### config.mk
export PLATFORM = sky130hd
export DESIGN_NAME = i2c_master_bit_engine_top
export DESIGN_NICKNAME = d
export VERILOG_FILES = /design/src/ibe_pkg.sv /design/src/i2c_master_bit_engine_top.sv /design/src/ibe_core.sv /design/src/ibe_out_reg.sv
export SDC_FILE = /design/constraint.sdc
export NUM_CORES = 1
export LEC_CHECK = 0
export BUFFER_PORTS_ARGS = -buffer_cell sky130_fd_sc_hd__buf_4
export CAP_MARGIN = 30
export CORE_UTILIZATION = 64
export DETAILED_ROUTE_END_ITERATION = 8
export PLACE_DENSITY = 0.89
export SKIP_CTS_REPAIR_TIMING = 1
export SLEW_MARGIN = 15
export SYNTH_ARGS = -nofsm -noshare
export SYNTH_HDL_FRONTEND = slang
export SYNTH_SLANG_ARGS = --single-unit
export TNS_END_PERCENT = 10
### constraint.sdc
create_clock -name clk -period 11.9 [get_ports clk]
set_input_delay 3.57 -clock clk [delete_from_list [all_inputs] [get_ports clk]]
set_output_delay 3.57 -clock clk [all_outputs]
set_load 0.05 [all_outputs]
### src/ibe_pkg.sv
package ibe_pkg;

  // Command codes carried by a request.
  typedef enum logic [2:0] {
    CMD_NONE     = 3'd0,
    CMD_START    = 3'd1,
    CMD_STOP     = 3'd2,
    CMD_WRITE    = 3'd3,
    CMD_READ     = 3'd4,
    CMD_ACK      = 3'd5,
    CMD_NACK     = 3'd6,
    CMD_WAIT_ACK = 3'd7
  } cmd_t;

  // Fields of one input request.
  typedef struct packed {
    logic [2:0] command;
    logic [7:0] write_data;
    logic       sda_in;
  } in_item_t;

  // Fields of one result.
  typedef struct packed {
    logic       scl_out;
    logic       sda_out;
    logic       busy_res;
    logic       done_res;
    logic [7:0] read_data;
    logic       nack_seen;
  } out_item_t;

  localparam logic [15:0] PHASE_TICKS_RST = 16'd10;
  localparam logic [4:0]  WRITE_LAST_STEP = 5'd24;
  localparam logic [4:0]  READ_LAST_STEP  = 5'd16;

  // Number of held steps in each command's sequence.
  function automatic logic [4:0] step_count(input cmd_t cmd);
    logic [4:0] cnt;
    case (cmd) inside
      CMD_START:                        cnt = 5'd2;
      CMD_WRITE:                        cnt = 5'd25;
      CMD_READ:                         cnt = 5'd17;
      CMD_STOP, CMD_ACK, CMD_NACK,
      CMD_WAIT_ACK:                     cnt = 5'd4;
      default:                          cnt = 5'd0;
    endcase
    return cnt;
  endfunction

  // Remainder by three of a step index, using a reciprocal multiply.
  function automatic logic [1:0] mod3(input logic [4:0] v);
    logic [8:0] prod;
    logic [3:0] q;
    logic [5:0] rem;
    prod = {4'd0, v} * 9'd11;
    q    = prod[8:5];
    rem  = {1'b0, v} - {1'b0, q, 1'b0} - {2'b00, q};
    return rem[1:0];
  endfunction

endpackage

### src/i2c_master_bit_engine_top.sv
// A result is registered in the cycle after its request is accepted.
// Throughput: one request per cycle unless out_ready stalls a held result;
// the output register takes a new request as the previous result leaves.
// Reset (synchronous, rst_n low): engine idle, SCL and SDA released,
// read data and nack flag cleared, phase_ticks set to 10, no result pending.
module i2c_master_bit_engine_top (
  input  logic               clk,
  input  logic               rst_n,
  input  logic               in_valid,
  output logic               in_ready,
  input  ibe_pkg::in_item_t  in_data,
  output logic               out_valid,
  input  logic               out_ready,
  output ibe_pkg::out_item_t out_data,
  input  logic               cfg_wr_en,
  input  logic [15:0]        cfg_wr_data
);

  logic               accept;
  logic [15:0]        phase_ticks_r;
  ibe_pkg::out_item_t result_nxt;

  // Phase length register.
  always_ff @(posedge clk) begin
    if (!rst_n) begin
      phase_ticks_r <= ibe_pkg::PHASE_TICKS_RST;
    end else if (cfg_wr_en) begin
      phase_ticks_r <= cfg_wr_data;
    end
  end

  ibe_core u_core (
    .clk         (clk),
    .rst_n       (rst_n),
    .accept      (accept),
    .item        (in_data),
    .phase_ticks (phase_ticks_r),
    .result_nxt  (result_nxt)
  );

  ibe_out_reg u_out_reg (
    .clk        (clk),
    .rst_n      (rst_n),
    .in_valid   (in_valid),
    .in_ready   (in_ready),
    .result_nxt (result_nxt),
    .accept     (accept),
    .out_valid  (out_valid),
    .out_ready  (out_ready),
    .out_data   (out_data)
  );

endmodule

### src/ibe_core.sv
module ibe_core (
  input  logic               clk,
  input  logic               rst_n,
  input  logic               accept,
  input  ibe_pkg::in_item_t  item,
  input  logic [15:0]        phase_ticks,
  output ibe_pkg::out_item_t result_nxt
);

  ibe_pkg::cmd_t active_r, active_nxt;
  logic [4:0]    step_r, step_nxt;
  logic [15:0]   hold_r, hold_nxt;
  logic [7:0]    shift_r, shift_nxt;
  logic          scl_r, scl_nxt;
  logic          sda_r, sda_nxt;
  logic [7:0]    recv_r, recv_nxt;
  logic          nack_r, nack_nxt;
  logic          done;

  logic          apply_en;
  ibe_pkg::cmd_t a_cmd;
  logic [4:0]    a_step;
  logic [7:0]    a_shift;
  logic [4:0]    step_inc;
  logic [15:0]   ph;
  ibe_pkg::cmd_t in_cmd;

  assign in_cmd   = ibe_pkg::cmd_t'(item.command);
  assign step_inc = step_r + 5'd1;
  assign ph       = (phase_ticks == 16'd0) ? 16'd1 : phase_ticks;

  // Sequencer: start a command when idle, count the hold, then advance.
  always_comb begin
    active_nxt = active_r;
    step_nxt   = step_r;
    hold_nxt   = hold_r;
    done       = 1'b0;
    apply_en   = 1'b0;
    a_cmd      = active_r;
    a_step     = step_inc;
    a_shift    = shift_r;
    if (active_r == ibe_pkg::CMD_NONE) begin
      if (in_cmd != ibe_pkg::CMD_NONE) begin
        active_nxt = in_cmd;
        step_nxt   = 5'd0;
        hold_nxt   = ph;
        apply_en   = 1'b1;
        a_cmd      = in_cmd;
        a_step     = 5'd0;
        a_shift    = (in_cmd == ibe_pkg::CMD_WRITE) ? item.write_data : 8'd0;
      end
    end else if (hold_r > 16'd1) begin
      hold_nxt = hold_r - 16'd1;
    end else if (step_inc < ibe_pkg::step_count(active_r)) begin
      step_nxt = step_inc;
      hold_nxt = ph;
      apply_en = 1'b1;
    end else begin
      active_nxt = ibe_pkg::CMD_NONE;
      step_nxt   = 5'd0;
      hold_nxt   = 16'd0;
      done       = 1'b1;
    end
  end

  // Line levels and data registers set by the step that begins this tick.
  always_comb begin
    shift_nxt = shift_r;
    scl_nxt   = scl_r;
    sda_nxt   = sda_r;
    recv_nxt  = recv_r;
    nack_nxt  = nack_r;
    if (apply_en) begin
      shift_nxt = a_shift;
      case (a_cmd) inside
        ibe_pkg::CMD_START: begin
          if (a_step == 5'd0) begin
            sda_nxt = 1'b1;
            scl_nxt = 1'b1;
          end else begin
            sda_nxt = 1'b0;
          end
        end
        ibe_pkg::CMD_STOP: begin
          case (a_step[1:0])
            2'd0:    scl_nxt = 1'b0;
            2'd1:    sda_nxt = 1'b0;
            2'd2:    scl_nxt = 1'b1;
            default: sda_nxt = 1'b1;
          endcase
        end
        ibe_pkg::CMD_ACK, ibe_pkg::CMD_NACK, ibe_pkg::CMD_WAIT_ACK: begin
          case (a_step[1:0])
            2'd0:    scl_nxt = 1'b0;
            2'd1:    sda_nxt = (a_cmd != ibe_pkg::CMD_ACK);
            2'd2:    scl_nxt = 1'b1;
            default: begin
              if (a_cmd == ibe_pkg::CMD_WAIT_ACK) begin
                nack_nxt = item.sda_in;
              end
              scl_nxt = 1'b0;
            end
          endcase
        end
        ibe_pkg::CMD_WRITE: begin
          if (a_step >= ibe_pkg::WRITE_LAST_STEP) begin
            scl_nxt = 1'b0;
          end else begin
            case (ibe_pkg::mod3(a_step))
              2'd0: scl_nxt = 1'b0;
              2'd1: begin
                sda_nxt   = a_shift[7];
                shift_nxt = {a_shift[6:0], 1'b0};
              end
              default: scl_nxt = 1'b1;
            endcase
          end
        end
        ibe_pkg::CMD_READ: begin
          if (a_step == 5'd0) begin
            sda_nxt = 1'b1;
            scl_nxt = 1'b0;
          end else if (a_step[0]) begin
            scl_nxt = 1'b1;
          end else begin
            shift_nxt = {a_shift[6:0], item.sda_in};
            scl_nxt   = 1'b0;
            if (a_step >= ibe_pkg::READ_LAST_STEP) begin
              recv_nxt = {a_shift[6:0], item.sda_in};
            end
          end
        end
        default: ;
      endcase
    end
  end

  // State advances once per accepted request.
  always_ff @(posedge clk) begin
    if (!rst_n) begin
      active_r <= ibe_pkg::CMD_NONE;
      step_r   <= 5'd0;
      hold_r   <= 16'd0;
      shift_r  <= 8'd0;
      scl_r    <= 1'b1;
      sda_r    <= 1'b1;
      recv_r   <= 8'd0;
      nack_r   <= 1'b0;
    end else if (accept) begin
      active_r <= active_nxt;
      step_r   <= step_nxt;
      hold_r   <= hold_nxt;
      shift_r  <= shift_nxt;
      scl_r    <= scl_nxt;
      sda_r    <= sda_nxt;
      recv_r   <= recv_nxt;
      nack_r   <= nack_nxt;
    end
  end

  // The result shows the state after this request has been processed.
  always_comb begin
    result_nxt.scl_out   = scl_nxt;
    result_nxt.sda_out   = sda_nxt;
    result_nxt.busy_res  = (active_nxt != ibe_pkg::CMD_NONE);
    result_nxt.done_res  = done;
    result_nxt.read_data = recv_nxt;
    result_nxt.nack_seen = nack_nxt;
  end

`ifndef NO_ASSERTIONS
  // An idle engine holds no pending step or hold count.
  a_idle_clear: assert property (@(posedge clk) disable iff (!rst_n)
    (active_r == ibe_pkg::CMD_NONE) |-> (hold_r == 16'd0 && step_r == 5'd0))
    else $error("idle engine with pending hold or step");

  // A running command always has a nonzero hold count.
  a_busy_hold: assert property (@(posedge clk) disable iff (!rst_n)
    (active_r != ibe_pkg::CMD_NONE) |-> (hold_r != 16'd0))
    else $error("running command with zero hold count");
`endif

endmodule

### src/ibe_out_reg.sv
module ibe_out_reg (
  input  logic               clk,
  input  logic               rst_n,
  input  logic               in_valid,
  output logic               in_ready,
  input  ibe_pkg::out_item_t result_nxt,
  output logic               accept,
  output logic               out_valid,
  input  logic               out_ready,
  output ibe_pkg::out_item_t out_data
);

  logic               out_valid_r;
  ibe_pkg::out_item_t out_data_r;

  // A new request may enter whenever the held result is gone or leaves now.
  assign in_ready  = !out_valid_r || out_ready;
  assign accept    = in_valid && in_ready;
  assign out_valid = out_valid_r;
  assign out_data  = out_data_r;

  always_ff @(posedge clk) begin
    if (!rst_n) begin
      out_valid_r <= 1'b0;
    end else if (accept) begin
      out_valid_r <= 1'b1;
    end else if (out_ready) begin
      out_valid_r <= 1'b0;
    end
  end

  // Payload register needs no reset.
  always_ff @(posedge clk) begin
    if (accept) begin
      out_data_r <= result_nxt;
    end
  end

`ifndef NO_ASSERTIONS
  // Every accepted request yields a result in the next cycle.
  a_accept_result: assert property (@(posedge clk) disable iff (!rst_n)
    accept |=> out_valid_r)
    else $error("accepted request produced no result");

  // A completing tick never reports the engine as still busy.
  a_done_not_busy: assert property (@(posedge clk) disable iff (!rst_n)
    (out_valid_r && out_data_r.done_res) |-> !out_data_r.busy_res)
    else $error("done and busy reported together");
`endif

endmodule
==> results_dict.tcl <==
set metrics [dict create \
    synth_top_area_share_pct 25.9 \
    drt_iter0_drc 279 \
    synth_fp_nets 578 \
    layout_commonest_cell "dfxtp_1" \
    crit_fanout 14 \
    synth_top_area_cell "dfxtp_1" \
    final_cell_area_um2 5170 \
    cts_sinks 73 \
    drv_slew 0 \
    reg2reg_depth 19 \
    syn-cell-area_um2 4640 \
    ys_async_sr_fraction_pct 0 \
    rsz0062_at_grt "no" \
    clock_latency_ps 360 \
    fin_nets 606 \
    synthTopCellsByArea "dfxtp_1, edfxtp_1, ha_1, mux2i_1, nor2b_1" \
    antenna_found_initial 0 \
    worstPathRequired_ps 12010 \
    tightest_slew_ps 954 \
    irDropWorstVdd_mv 0.0821 \
    die_x_um 87.2 \
    grt_pass1_vias 3834 \
    fin_worst_skew_ps 11.0 \
    area_growth_pct 11.3 \
    grt_start_max_net_pins 63 \
    top_level_ports 48 \
    end_kind "flip-flop" \
    multiInputGateArea_um2 2840 \
    slew_headroom_pct 36.1 \
    vias 4189 \
    drt-total-wl_um 11400 \
    ys_warn_count 0 \
    power_density_nw_per_um2 133 \
    synth_area_per_cell_um2 8.88 \
    cts_root_buffer "clkbuf_8" \
    std_cell_rows 30 \
    synth-main-ff-cell "dfxtp_1" \
    place_area_um2 4980 \
    drive_gt1_share_pct 17.3 \
    die_y_um 87.2 \
    cts_buffers 9 \
    whs_path_depth 2 \
    seq_area_um2 1590 \
    arrival_ps 8470 \
    synth-edff-count 13 \
    cp-start-kind "primary input" \
    htreeDepth 3 \
    grt.total_usage_pct 30.8 \
    ys_ff_latch 73 \
    timing.final.setup_violations 0 \
    tritoncts "done" \
    core_um2 6910 \
    initial_utilization_pct 67.2 \
    postRouteAntennaNets 0 \
    p_leak_nw 2.19 \
    die_area_um2 7600 \
    final_cell_mix "dfxtp_1, buf_4, nor2_1" \
    synthDistinctLibCells 76 \
    finalHoldViolations 0 \
    grt_overflow 0 \
    finalSetupTns_ps 0 \
    place.detailed.hpwl_um 8130 \
    drc_errors 0 \
    diodes 0 \
    status "finished clean" \
    syn-instance-count 523 \
    avgRoutedWirePerCell_um 17.5 \
    min_period_ps 8360 \
    hp-class "reg2reg" \
    crit_type "in2reg" \
    clock_path_buffers 2 \
    via_per_inst 6.42 \
    post-route-period-util_pct 70.3 \
    ys_seq_area_share_pct 34.3 \
    port_buffers 47 \
    drtPass1Iterations 6 \
    place_congestion 0.955 \
    grt_pass1_wl_um 18100 \
    max-cap-violations 0 \
    n_fill_cell 540 \
    clkSlewWorstSetupHoldPaths_ps 80 \
    fmax_ghz 0.120 \
]
## state kept, by name (all words and copies together) (netlist names)
signal / flops
phase_ticks_r: 16
u_core.active_r: 3
u_core.hold_r: 16
u_core.nack_r: 1
u_core.recv_r: 8
u_core.scl_r: 1
u_core.sda_r: 1
u_core.shift_r: 8
u_core.step_r: 5
u_out_reg.out_data: 13
u_out_reg.out_valid: 1
## cell usage after synthesis, types with 7 or more instances
cell type	instances
a21oi_1	23
a22oi_1	12
and2_1	11
clkbuf_1	22
dfxtp_1	60
edfxtp_1	13
ha_1	21
inv_1	11
mux2i_1	20
nand2_1	36
nand2b_1	7
nand3_1	13
nor2_1	42
nor2b_1	28
nor3_1	19
nor3b_1	8
nor4_1	7
o211a_1	9
o21a_1	8
o21ai_0	31
## final cells by class
| type | instances | share of cell area, % |
|---|---|---|
| Clock inverter | 7 | 1.16 |
| Tap cell | 96 | 2.32 |
| Multi-Input combinational cell | 403 | 55.0 |
| Sequential cell | 73 | 30.8 |
| Timing Repair Buffer | 50 | 7.26 |
| Clock buffer | 9 | 2.40 |
| Inverter | 14 | 1.02 |
## critical path, cell delays in order
cell,delay [ps]
buf_4,140
nor3_4,310
nand2b_1,550
nand2_1,200
inv_1,160
ha_1,270
fa_1,460
ha_1,320
and4_1,160
or3_1,370
and2_1,150
ha_1,180
xnor2_1,130
xnor2_1,130
or3_1,370
and4_4,170
or4_4,500
mux2i_1,210
o21ai_0,110
## layer usage
layer  track usage (%)  wire length, um  vias to the layer above  share of wire [%]
li1                  -                -                     1986                  -
met1              37.8             4710                     1951                 41
met2              52.0             5400                      209                 47
met3              5.59              885                       43                7.8
met4              15.4              390                        0                3.4
met5                 0                0                        -                  0
## final timing paths
check | from | to | slack [ps]
worst max-delay path | in_data[10] | u_out_reg.out_data[11] | 3540
worst min-delay path | u_core.shift_r[0] | u_core.shift_r[0] | 500
worst max register to register | u_core.active_r[0] | u_out_reg.out_data[11] | 6300
worst min register to register | u_core.shift_r[0] | u_core.shift_r[0] | 500
## where the power goes
group	switching [mW]	leakage [nW]	internal, mW
Sequential	0.0188	0.619	0.270
Combinational	0.130	1.49	0.0803
Clock	0.107	0.0848	0.0792
## per-stage QoR
stage               util [%]  hold WS (ps)  setup slack [ps]  instances  total power [mW]
global route            74.8           519              3360        652             0.715
detailed placement      72.2           482              3190        636             0.498
CTS                     74.8           500              3580        652             0.682
floorplan                  -           440              3510        523             0.450
finish                  74.8           500              3540        652             0.686
global placement        72.2           452              3380        636             0.492
## logic make-up after synthesis
family | Yosys count | share of synthesized area, %
flops | 73 | 34.3
xor+xnor | 12 | 2.72
compound gates | 138 | 21.7
simple gates | 208 | 25.6
mux | 23 | 5.04
fa+ha+maj | 22 | 6.09
buf+inv | 47 | 4.61
Note: power is estimated with default switching activity, not from simulation.
